File: src/cdc_pkg.sv
`default_nettype none
// ----------------------------------------------------------------------------
// cdc_pkg: shared types and constants for the calendar date counter
// Transaction structs, status codes, microcode word layout and the
// month length lookup used by the datapath.
// ----------------------------------------------------------------------------
package cdc_pkg;

    // Field widths
    localparam int MONTH_W     = 4;
    localparam int DAY_W       = 5;
    localparam int YEAR_W      = 12;
    localparam int DAY_COUNT_W = 10;
    localparam int STATUS_W    = 3;
    localparam int PC_W        = 3;

    // Calendar limits
    localparam logic [YEAR_W-1:0]  YEAR_MIN   = 12'd1900;
    localparam logic [YEAR_W-1:0]  YEAR_MAX   = 12'd2100;
    localparam logic [MONTH_W-1:0] MONTH_LAST = 4'd12;
    localparam logic [MONTH_W-1:0] MONTH_FEB  = 4'd2;
    localparam logic [DAY_W-1:0]   DAY_LEAP   = 5'd29;

    // Result status codes
    localparam logic [STATUS_W-1:0] ST_OK        = 3'd0;
    localparam logic [STATUS_W-1:0] ST_BAD_MONTH = 3'd1;
    localparam logic [STATUS_W-1:0] ST_BAD_YEAR  = 3'd2;
    localparam logic [STATUS_W-1:0] ST_BAD_DAY   = 3'd3;
    localparam logic [STATUS_W-1:0] ST_OVERFLOW  = 3'd4;

    // Microprogram addresses
    localparam logic [PC_W-1:0] UA_IDLE     = 3'd0;
    localparam logic [PC_W-1:0] UA_DISPATCH = 3'd1;
    localparam logic [PC_W-1:0] UA_CHECK    = 3'd2;
    localparam logic [PC_W-1:0] UA_SET      = 3'd3;
    localparam logic [PC_W-1:0] UA_ADV_TEST = 3'd4;
    localparam logic [PC_W-1:0] UA_STEP     = 3'd5;
    localparam logic [PC_W-1:0] UA_DONE     = 3'd6;
    localparam logic [PC_W-1:0] UA_SPARE    = 3'd7;

    // Input transaction
    typedef struct packed {
        logic                   mode;
        logic [MONTH_W-1:0]     new_month;
        logic [DAY_W-1:0]       new_day;
        logic [YEAR_W-1:0]      new_year;
        logic [DAY_COUNT_W-1:0] day_count;
    } t_in_item;

    // Result transaction
    typedef struct packed {
        logic [MONTH_W-1:0]  cur_month;
        logic [DAY_W-1:0]    cur_day;
        logic [YEAR_W-1:0]   cur_year;
        logic [STATUS_W-1:0] status;
    } t_out_item;

    // Datapath operations
    typedef enum logic [2:0] {
        OP_NOP   = 3'd0,
        OP_CHECK = 3'd1,
        OP_SET   = 3'd2,
        OP_STEP  = 3'd3,
        OP_EMIT  = 3'd4
    } t_op;

    // Jump conditions
    typedef enum logic [2:0] {
        CND_ALWAYS = 3'd0,
        CND_START  = 3'd1,
        CND_MODE   = 3'd2,
        CND_BAD    = 3'd3,
        CND_ZERO   = 3'd4,
        CND_LAST   = 3'd5
    } t_cond;

    // One control word: take the jump when the condition holds,
    // otherwise stay (hold) or fall through to the next step
    typedef struct packed {
        t_op             op;
        t_cond           cond;
        logic [PC_W-1:0] target;
        logic            hold;
    } t_uword;

    // Sequencer to datapath control
    typedef struct packed {
        logic load;
        t_op  op;
    } t_dp_ctrl;

    // Datapath to sequencer status
    typedef struct packed {
        logic mode;
        logic bad;
        logic zero;
        logic last;
    } t_dp_flags;

    // Month length; leap rule is exact for years 1900 to 2100
    function automatic logic [DAY_W-1:0] days_in(input logic [MONTH_W-1:0] m,
                                                 input logic [YEAR_W-1:0]  y);
        logic [DAY_W-1:0] n;
        logic             leap;
        leap = (y[1:0] == 2'b00) && (y != YEAR_MIN) && (y != YEAR_MAX);
        unique case (m)
            4'd1, 4'd3, 4'd5, 4'd7, 4'd8, 4'd10, 4'd12: n = 5'd31;
            4'd4, 4'd6, 4'd9, 4'd11:                     n = 5'd30;
            4'd2:                                        n = 5'd28;
            default:                                     n = 5'd0;
        endcase
        if (m == MONTH_FEB && leap) begin
            n = DAY_LEAP;
        end
        return n;
    endfunction

endpackage
`default_nettype wire

File: src/cdc_ucode_rom.sv
`default_nettype none
// ----------------------------------------------------------------------------
// cdc_ucode_rom: microprogram store
// Read-only table of control words, one per step of the sequencer.
// ----------------------------------------------------------------------------
module cdc_ucode_rom (
    input  wire logic [cdc_pkg::PC_W-1:0] i_addr,
    output cdc_pkg::t_uword               o_word
);

    // Look up the control word for the current step
    always_comb begin
        unique case (i_addr)
            cdc_pkg::UA_IDLE:     o_word = '{cdc_pkg::OP_NOP,   cdc_pkg::CND_START,
                                             cdc_pkg::UA_DISPATCH, 1'b1};
            cdc_pkg::UA_DISPATCH: o_word = '{cdc_pkg::OP_NOP,   cdc_pkg::CND_MODE,
                                             cdc_pkg::UA_ADV_TEST, 1'b0};
            cdc_pkg::UA_CHECK:    o_word = '{cdc_pkg::OP_CHECK, cdc_pkg::CND_BAD,
                                             cdc_pkg::UA_DONE, 1'b0};
            cdc_pkg::UA_SET:      o_word = '{cdc_pkg::OP_SET,   cdc_pkg::CND_ALWAYS,
                                             cdc_pkg::UA_DONE, 1'b0};
            cdc_pkg::UA_ADV_TEST: o_word = '{cdc_pkg::OP_NOP,   cdc_pkg::CND_ZERO,
                                             cdc_pkg::UA_DONE, 1'b0};
            cdc_pkg::UA_STEP:     o_word = '{cdc_pkg::OP_STEP,  cdc_pkg::CND_LAST,
                                             cdc_pkg::UA_DONE, 1'b1};
            cdc_pkg::UA_DONE:     o_word = '{cdc_pkg::OP_EMIT,  cdc_pkg::CND_ALWAYS,
                                             cdc_pkg::UA_IDLE, 1'b0};
            default:              o_word = '{cdc_pkg::OP_NOP,   cdc_pkg::CND_ALWAYS,
                                             cdc_pkg::UA_IDLE, 1'b0};
        endcase
    end

endmodule
`default_nettype wire

File: src/cdc_sequencer.sv
`default_nettype none
// ----------------------------------------------------------------------------
// cdc_sequencer: step counter and jump logic
// Walks the microprogram, evaluates jump conditions on datapath flags and
// issues one operation per cycle.
// ----------------------------------------------------------------------------
module cdc_sequencer (
    input  wire logic                i_clk,
    input  wire logic                i_rst_n,
    input  wire logic                i_start,
    input  wire cdc_pkg::t_dp_flags  i_flags,
    output cdc_pkg::t_dp_ctrl        o_ctrl,
    output logic                     o_busy
);

    logic [cdc_pkg::PC_W-1:0] r_pc;
    logic [cdc_pkg::PC_W-1:0] n_pc;
    cdc_pkg::t_uword          uword;
    logic                     taken;

    cdc_ucode_rom u_rom (
        .i_addr (r_pc),
        .o_word (uword)
    );

    // Select the jump condition
    always_comb begin
        unique case (uword.cond)
            cdc_pkg::CND_ALWAYS: taken = 1'b1;
            cdc_pkg::CND_START:  taken = i_start;
            cdc_pkg::CND_MODE:   taken = i_flags.mode;
            cdc_pkg::CND_BAD:    taken = i_flags.bad;
            cdc_pkg::CND_ZERO:   taken = i_flags.zero;
            cdc_pkg::CND_LAST:   taken = i_flags.last;
            default:             taken = 1'b1;
        endcase
    end

    // Jump, hold or fall through
    always_comb begin
        if (taken) begin
            n_pc = uword.target;
        end else if (uword.hold) begin
            n_pc = r_pc;
        end else begin
            n_pc = cdc_pkg::PC_W'(r_pc + 1'b1);
        end
    end

    // Advance the step counter
    always_ff @(posedge i_clk) begin
        if (!i_rst_n) begin
            r_pc <= cdc_pkg::UA_IDLE;
        end else begin
            r_pc <= n_pc;
        end
    end

    assign o_busy      = (r_pc != cdc_pkg::UA_IDLE);
    assign o_ctrl.load = i_start && !o_busy;
    assign o_ctrl.op   = uword.op;

endmodule
`default_nettype wire

File: src/cdc_datapath.sv
`default_nettype none
// ----------------------------------------------------------------------------
// cdc_datapath: date registers, set checks and day stepper
// Holds the stored date, the captured transaction, the remaining day count
// and the status, and performs the operation named by the control word.
// ----------------------------------------------------------------------------
module cdc_datapath #(
    parameter int COUNT_WIDTH = 10
) (
    input  wire logic              i_clk,
    input  wire logic              i_rst_n,
    input  wire cdc_pkg::t_dp_ctrl i_ctrl,
    input  wire cdc_pkg::t_in_item i_item,
    output cdc_pkg::t_dp_flags     o_flags,
    output cdc_pkg::t_out_item     o_result
);

    localparam int USE_W = (COUNT_WIDTH < cdc_pkg::DAY_COUNT_W) ?
                           COUNT_WIDTH : cdc_pkg::DAY_COUNT_W;

    logic [cdc_pkg::MONTH_W-1:0]  r_month;
    logic [cdc_pkg::DAY_W-1:0]    r_day;
    logic [cdc_pkg::YEAR_W-1:0]   r_year;
    logic [COUNT_WIDTH-1:0]       r_count;
    logic [cdc_pkg::STATUS_W-1:0] r_status;
    cdc_pkg::t_in_item            r_item;

    logic [cdc_pkg::STATUS_W-1:0] check_code;
    logic [cdc_pkg::DAY_W-1:0]    new_len;
    logic [cdc_pkg::DAY_W-1:0]    cur_len;
    logic                         at_end;

    // Validate the requested date: month, then year, then day
    always_comb begin
        new_len = cdc_pkg::days_in(r_item.new_month, r_item.new_year);
        priority if (r_item.new_month == '0 || r_item.new_month > cdc_pkg::MONTH_LAST) begin
            check_code = cdc_pkg::ST_BAD_MONTH;
        end else if (r_item.new_year < cdc_pkg::YEAR_MIN ||
                     r_item.new_year > cdc_pkg::YEAR_MAX) begin
            check_code = cdc_pkg::ST_BAD_YEAR;
        end else if (r_item.new_day == '0 || r_item.new_day > new_len) begin
            check_code = cdc_pkg::ST_BAD_DAY;
        end else begin
            check_code = cdc_pkg::ST_OK;
        end
    end

    // Last day the calendar can reach
    assign cur_len = cdc_pkg::days_in(r_month, r_year);
    assign at_end  = (r_day >= cur_len) && (r_month >= cdc_pkg::MONTH_LAST) &&
                     (r_year >= cdc_pkg::YEAR_MAX);

    // Flags for the sequencer
    assign o_flags.mode = r_item.mode;
    assign o_flags.bad  = (check_code != cdc_pkg::ST_OK);
    assign o_flags.zero = (r_count == '0);
    assign o_flags.last = at_end || (r_count == COUNT_WIDTH'(1));

    // Capture the transaction, record the check status and count down the remaining days
    always_ff @(posedge i_clk) begin
        if (i_ctrl.load) begin
            r_item   <= i_item;
            r_count  <= COUNT_WIDTH'(i_item.day_count[USE_W-1:0]);
            r_status <= cdc_pkg::ST_OK;
        end else if (i_ctrl.op == cdc_pkg::OP_CHECK) begin
            r_status <= check_code;
        end else if (i_ctrl.op == cdc_pkg::OP_STEP) begin
            if (at_end) begin
                r_status <= cdc_pkg::ST_OVERFLOW;
            end else begin
                r_count <= COUNT_WIDTH'(r_count - 1'b1);
            end
        end
    end

    // Update the stored date
    always_ff @(posedge i_clk) begin
        if (!i_rst_n) begin
            r_day   <= 5'd1;
            r_month <= 4'd1;
            r_year  <= cdc_pkg::YEAR_MIN;
        end else if (!i_ctrl.load) begin
            unique case (i_ctrl.op)
                cdc_pkg::OP_SET: begin
                    r_day   <= r_item.new_day;
                    r_month <= r_item.new_month;
                    r_year  <= r_item.new_year;
                end
                cdc_pkg::OP_STEP: begin
                    if (r_day < cur_len) begin
                        r_day <= cdc_pkg::DAY_W'(r_day + 1'b1);
                    end else if (r_month < cdc_pkg::MONTH_LAST) begin
                        r_month <= cdc_pkg::MONTH_W'(r_month + 1'b1);
                        r_day   <= 5'd1;
                    end else if (!at_end) begin
                        r_year  <= cdc_pkg::YEAR_W'(r_year + 1'b1);
                        r_month <= 4'd1;
                        r_day   <= 5'd1;
                    end
                end
                default: begin
                end
            endcase
        end
    end

    assign o_result.cur_month = r_month;
    assign o_result.cur_day   = r_day;
    assign o_result.cur_year  = r_year;
    assign o_result.status    = r_status;

endmodule
`default_nettype wire

File: src/calendar_date_counter.sv
`default_nettype none
// ----------------------------------------------------------------------------
// calendar_date_counter: Gregorian date keeper, 1900-01-01 to 2100-12-31
// Sets a checked date or advances the stored date by a count of days,
// under control of a small microprogram.
// ----------------------------------------------------------------------------
//  channel   | ports                     | handshake
//  ----------+---------------------------+----------------------------------
//  command   | start, busy, i_item       | taken when start high, busy low
//  result    | o_done, o_result          | one-cycle strobe, cannot stall
//
//  A valid set passes the check step and the store step before o_done
//  strobes; a rejected set goes from the check step straight to the strobe.
//  An advance of zero days strobes without stepping; otherwise the day
//  stepper moves one day per cycle until the count is spent. An advance
//  that reaches 2100-12-31 with days left over strobes and holds that date.
//  busy drops the cycle after the strobe; reset gives 1900-01-01.
// ----------------------------------------------------------------------------
module calendar_date_counter #(
    parameter int COUNT_WIDTH = 10
) (
    input  wire logic              i_clk,
    input  wire logic              i_rst_n,
    input  wire logic              start,
    output logic                   busy,
    input  wire cdc_pkg::t_in_item i_item,
    output logic                   o_done,
    output cdc_pkg::t_out_item     o_result
);

    cdc_pkg::t_dp_ctrl  ctrl;
    cdc_pkg::t_dp_flags flags;

    cdc_sequencer u_seq (
        .i_clk   (i_clk),
        .i_rst_n (i_rst_n),
        .i_start (start),
        .i_flags (flags),
        .o_ctrl  (ctrl),
        .o_busy  (busy)
    );

    cdc_datapath #(
        .COUNT_WIDTH (COUNT_WIDTH)
    ) u_dp (
        .i_clk    (i_clk),
        .i_rst_n  (i_rst_n),
        .i_ctrl   (ctrl),
        .i_item   (i_item),
        .o_flags  (flags),
        .o_result (o_result)
    );

    // Strobe the result on the emit step
    assign o_done = (ctrl.op == cdc_pkg::OP_EMIT);

    // A result only comes out of a running transaction
    a_done_busy: assert property (@(posedge i_clk) disable iff (!i_rst_n)
        o_done |-> busy)
        else $error("result strobe while idle");

    // The sequencer returns to idle right after the result
    a_done_idle: assert property (@(posedge i_clk) disable iff (!i_rst_n)
        o_done |=> !busy && !o_done)
        else $error("sequencer did not return to idle after result");

    // A taken transaction makes the block busy
    a_take_busy: assert property (@(posedge i_clk) disable iff (!i_rst_n)
        start && !busy |=> busy)
        else $error("transaction taken but block not busy");

    // Overflow only ever holds the last date
    a_ovf_date: assert property (@(posedge i_clk) disable iff (!i_rst_n)
        o_done && o_result.status == cdc_pkg::ST_OVERFLOW |->
            o_result.cur_year == cdc_pkg::YEAR_MAX &&
            o_result.cur_month == cdc_pkg::MONTH_LAST && o_result.cur_day == 5'd31)
        else $error("overflow reported away from the last date");

    // The stored date keeps a legal month and a non-zero day
    a_month_range: assert property (@(posedge i_clk) disable iff (!i_rst_n)
        o_done |-> o_result.cur_month != '0 && o_result.cur_month <= cdc_pkg::MONTH_LAST &&
            o_result.cur_day != '0)
        else $error("stored date out of range");

endmodule
`default_nettype wire

File: config.mk
export PLATFORM = sky130hd
export DESIGN_NAME = calendar_date_counter
export DESIGN_NICKNAME = d
export VERILOG_FILES = /design/src/cdc_pkg.sv /design/src/cdc_ucode_rom.sv /design/src/cdc_sequencer.sv /design/src/cdc_datapath.sv /design/src/calendar_date_counter.sv
export SDC_FILE = /design/constraint.sdc
export NUM_CORES = 1
export LEC_CHECK = 0
export BUFFER_PORTS_ARGS = -buffer_cell sky130_fd_sc_hd__buf_2
export CELL_PAD_IN_SITES_DETAIL_PLACEMENT = 0
export CELL_PAD_IN_SITES_GLOBAL_PLACEMENT = 1
export CORE_ASPECT_RATIO = 0.8
export CORE_UTILIZATION = 47
export CTS_CLUSTER_DIAMETER = 80
export CTS_CLUSTER_SIZE = 8
export DETAILED_ROUTE_END_ITERATION = 16
export GPL_ROUTABILITY_DRIVEN = 0
export PLACE_DENSITY = 0.91
export SYNTH_ARGS = -nofsm -noshare
export SYNTH_HDL_FRONTEND = slang
export SYNTH_SLANG_ARGS = --single-unit
export TNS_END_PERCENT = 10
File: constraint.sdc
create_clock -name i_clk -period 8.36 [get_ports i_clk]
set_clock_uncertainty 0.15 [all_clocks]
set_input_delay 1.254 -clock i_clk [delete_from_list [all_inputs] [get_ports i_clk]]
set_output_delay 1.254 -clock i_clk [all_outputs]
set_load 0.02 [all_outputs]
# Word-level counts from Yosys, hierarchy flattened
# Memory sizes are Yosys's and may differ from the RTL's. A register that Yosys moved wholly into a read port is not among the register bits.
# Index checks and enable logic that the tools add are counted.
# Widths: inputs -> output; s select.
[op_classes]
addsub = 5
n_lt_le_gt_ge = 9
eq_ne = 30
mux = 31
bitwise = 1
reduce_logical = 31
[op_table]
columns = ["op", "count"]
rows = [
  ["$pmux 10 s7", 1],
  ["$mux 10", 4],
  ["$mux 12", 3],
  ["$mux 5", 5],
  ["$mux 4", 6],
  ["$ne 12x11->1 const B", 2],
  ["$ne 12x12->1 const B", 2],
  ["$pmux 12 s2", 1],
  ["$mux 3", 7],
  ["$eq 3x2->1 const B", 6],
  ["$eq 3x3->1 const B", 6],
  ["$add 12x1->12 const B", 1],
  ["$ge 12x12->1 const B", 1],
  ["$gt 12x12->1 const B", 1],
  ["$lt 12x11->1 const B", 1],
  ["$eq 10x1->1 const B", 1],
  ["$logic_not 10->1", 1],
  ["$pmux 5 s2", 1],
  ["$sub 10x1->10 const B", 1],
  ["$eq 3x1->1 const B", 3],
  ["$logic_and 1x1->1", 9],
  ["$eq 4x2->1 const B", 2],
  ["$pmux 4 s2", 1],
  ["$reduce_bool 2->1", 4],
  ["other kinds (27)", 37],
]
[totals]
register_bits = 59
rom_bits = 160
output_inout_bits = 26
wordCells = 119
n_memories = 2
[mem_list]
columns = ["memory", "depth", "word_bits", "read_ports", "rd_clocked_by_memory_dff", "wr", "line", "rtl"]
rows = [
  ["(no name shown)", 16, 5, 1, 1, 0, "cdc_pkg.sv:106", "unique case (m)"],
  ["(no name shown)", 16, 5, 1, 1, 0, "cdc_pkg.sv:106", ""],
]

# Logic depth before layout (Yosys ltp)
[depth]
depth_word = 14
depth_mapped = 16
depth_no_buf = 15

# Cells and area by module
# Synthesis repeated with hierarchy kept, for this count alone.
[hier_totals]
cells_unflattened = 424
hier_area_um2 = 3945.0
[by_module_without_submodules]
columns = ["module", "n_inst", "cells_each", "area_each_um2"]
rows = [
  ["cdc_datapath", 1, 375, 3547.2],
  ["cdc_sequencer", 1, 31, 254.0],
  ["cdc_ucode_rom", 1, 17, 131.4],
  ["calendar_date_counter", 1, 1, 12.5],
]

# Least setup slack after synthesis
# OpenSTA, ideal clock, no wires.
[synth_path]
path_kind = "flip-flop to flip-flop"
from = "register u_dp.r_year[7] (netlist name)"
to = "register u_dp.r_year[0] (netlist name)"
arrival_time_ps = 4101
required_ps = 8124
setup_slack_ps = 4023
stages_incl_launch_ff = 14
path_buffers = 0
period_less_slack_ps = 4337
path_cell_list = "dfxtp_1 or4_4 or4_4 nand3_1 nand2_1 ha_1 or4b_2 or3_1 a31oi_2 a31o_4 nor2_2 o31ai_4 o21ai_2 a221oi_2"
[synth_between]
elab_chain_len = 10
elab_cells_between_ends = 14
[synth_lines]
columns = ["item", "line", "rtl"]
rows = [
  ["from (decl)", "cdc_datapath.sv:23", "logic [cdc_pkg::YEAR_W-1:0] r_year;"],
  ["from (signal assigned)", "cdc_datapath.sv:81", "r_year <= cdc_pkg::YEAR_MIN;"],
  ["from (signal assigned)", "cdc_datapath.sv:87", "r_year <= r_item.new_year;"],
  ["from (signal assigned)", "cdc_datapath.sv:96", "r_year <= cdc_pkg::YEAR_W'(r_year + 1'b1);"],
  ["$ne 12x11->1", "cdc_pkg.sv:105", "leap = (y[1:0] == 2'b00) && (y != YEAR_MIN) && (y != YEAR_MAX);"],
  ["$logic_and 1x1->1 (2 in a row)", "cdc_pkg.sv:105", ""],
  ["$logic_and 1x1->1", "cdc_pkg.sv:112", "if (m == MONTH_FEB && leap) begin"],
  ["$mux 5", "cdc_pkg.sv:112", ""],
  ["$ge 5x5->1", "cdc_datapath.sv:50", "assign at_end = (r_day >= cur_len) && (r_month >= cdc_pkg::MONTH_LAST) &&"],
  ["$logic_and 1x1->1 (2 in a row)", "cdc_datapath.sv:50", ""],
  ["$ne 2x2->1 (no source line)", "--", ""],
  ["$reduce_and 5->1 (no source line) (*)", "--", ""],
]
# Mark *: on every way between the ends. The rest lies on a longest branch, timed or not.
# A chain may end at the register's enable or synchronous reset.

# Worst setup path after layout
# Same ends and word-level chain as after synthesis.

==> impl_metrics.ini <==
[run_status]
outcome = completed

[synth]
async_reset_ff_frac = 0
ys_top_cells_by_area = edfxtp_1 (24%), dfxtp_1 (16%), ha_1 (5.0%)
synth_most_common_cell = nand2_1
ys_types = 71
ys.flop_type = dfxtp_1
synth_commonest_cells = nand2_1 (53), nor2_1 (39), a21oi_1 (38)
syn_avg_cell_area_um2 = 8.90
ys_seq_elements = 65
postSynthCellCount = 451
synth-edff-count = 32
yosys_warnings = 0
netlist.area_leader.share = 0.239
yosysSeqAreaShare = 0.404
post_synth_instance_area_um2 = 4010
synth_nets = 502
yosys.area.top_type = edfxtp_1

[timing]
grt_setup_unrepaired = no
setup_tns_ns = 0
layout_min_cycle_time_ns = 4.58
worst_pin_slew_ns = 0.902
final-hold-violation-count = 0
setup_viol = 0
relSlewSlack = 0.391
fin_crit_sh = 0.548
fmax_mhz = 218
slew_viol_final = 0

[drt]
num_vias = 3710
drc = 0
wl_per_cell_um = 16.3
vias_per_cell = 5.96
ant_nets = 0
drt_iter0_markers = 230
drtPass1Iterations = 4
totalWireLength_um = 10100

[clocking]
cts_buffers = 9
cts_tree = yes
path_clk_slew_ns = 0.08
root_buffer = clkbuf_8
cts.path.max_buffers = 2
clkLatencyLatePin_ns = 0.35
holdBufCountCts = 0
clock_sinks = 65
h-tree-depth = 3
cts_resized = 0
post_cts_buffers = 0

[power]
p_leak_uw = 0.00179
power-per-cell-area_nw_per_um2 = 289
ir_drop_v = 0.000172
power.total_uw = 1330

[hold_path]
hp-start = u_dp.r_status[1]$_SDFFE_PP0P_
hold_path.class = reg -> reg

[finish]
fin_nets = 560
drive_gt1_frac = 0.208
fin_util = 0.570
diodes = 0
area_growth_pct = 14.8

[worst_setup_path]
required_ns = 8.48
path_common_cell = or4_4
critPathKind = reg -> reg
cpMaxStageDelayCell = or4b_2
endpoint_kind = flip-flop
r2r-start = u_dp.r_year[7]$_SDFFE_PN0P_
crit_start = u_dp.r_year[7]$_SDFFE_PN0P_
startpoint_type = flip-flop
max_stage_delay_ns = 0.60
cp_max_fo = 10
path_cells = or4_4 -> or4_4 -> nand3_1 -> nand2_1 -> ha_1 -> or4b_2 -> or3_1 -> a31oi_2 -> a31o_4 -> nor2_2 -> o31ai_4 -> o21ai_2 -> a221oi_2
crit_arrival_ns = 4.70

[grt]
grt_pass1_wl_um = 16600
grt_max_degree = 38
grt-ovfl-total = 0
antenna_found_initial = 0
track_usage = 0.237
grt_pass1_vias = 3361

[placed_design]
place_hpwl_um = 7360
port_buffers = 60

[job]
maxCapViolCount = 0

[floorplan]
floorplan.die_area_um2 = 8920
start_util = 0.496
coreArea_um2 = 8090
num_rows = 29
die_w_um = 105
io_pins = 61
die_height_um = 84.7
[worst max-delay path, delay by kind of cell, from the launching register on]
family | cells | cell delay, ns
simple gates | 7 | 2.35
flops | 1 | 0.37
fa+ha+maj | 1 | 0.29
compound gates | 5 | 1.34
[cells in the final DEF (no fill, tap or decap), drive strengths merged, types with 5 or more instances in the layout]
| cell type | n |
|---|---|
| a31oi | 7 |
| nor4 | 9 |
| nor3 | 19 |
| clkbuf | 9 |
| nand2 | 53 |
| nand2b | 6 |
| o22ai | 6 |
| ha | 16 |
| nor2b | 9 |
| o31ai | 6 |
| dfxtp | 33 |
| a21oi | 38 |
| a211oi | 7 |
| nor2 | 41 |
| mux2i | 6 |
| edfxtp | 32 |
| nand3 | 14 |
| xor2 | 5 |
| inv | 29 |
| buf | 62 |
| o21ai | 29 |
| o32ai | 5 |
[where the power goes]
group / switching (µW) / internal, µW / leakage [µW]
registers: 94.5 / 440 / 0.000571
logic: 322 / 201 / 0.00112
clock network: 135 / 140 / 0.000100
[stage by stage]
step	hold WS (ns)	setup WS [ns]	std cells	area, µm²
floorplan	0.386	4.02	451	4010
global placement	0.334	3.93	606	4410
detailed placement	0.336	3.83	606	4410
CTS	0.347	3.82	622	4610
global route	0.371	3.58	622	4610
finish	0.346	3.78	622	4610
[per-layer routing]
| metal | track usage | share of wire |
|---|---|---|
| met2 | 0.334 | 0.41 |
| met4 | 0.0858 | 0.017 |
| met5 | 0 | 0 |
| met1 | 0.355 | 0.50 |
| met3 | 0.0497 | 0.065 |
[flip-flops by register name, indices dropped and copies added, names as in the netlist, named ones only]
| signal | count |
|---|---|
| u_dp.r_item | 21 |
| u_dp.r_year | 12 |
| u_dp.r_count | 10 |
| u_dp.r_day | 5 |
| u_dp.r_month | 4 |
| u_dp.r_status | 3 |
| u_seq.r_pc | 3 |
| u_dp.o_flags | 1 |
[area by class of cell]
cell class / count / area (µm²)
Fill cell: 758 / 3480
Multi-Input combinational cell: 344 / 2230
Sequential cell: 65 / 1620
Timing Repair Buffer: 62 / 315
Tap cell: 108 / 135
Clock buffer: 9 / 124
Inverter: 27 / 101
Clock inverter: 7 / 77.6
[worst paths after layout]
path	to	slack, ns	depth (start not counted)
max	u_dp.r_year[0]$_SDFFE_PN0P_	3.78	13
min reg2reg	u_dp.r_status[1]$_SDFFE_PP0P_	0.35	2
max reg2reg	u_dp.r_year[0]$_SDFFE_PN0P_	3.78	13
min	u_dp.r_status[1]$_SDFFE_PP0P_	0.35	2
[kinds of logic (layout without fill, tap and decap cells)]
logic type	count (synthesis)	after routing	synth area share
AND/OR/NAND/NOR	177	177	0.220
AO/OA/AOI/OAI	133	133	0.242
flip-flops	65	65	0.404
buffers and inverters	42	105	0.0405
adder cells (fa/ha/maj)	16	16	0.0499
multiplexers	10	10	0.0262
XOR/XNOR	8	8	0.0175
(Power assumes the default switching activity.)
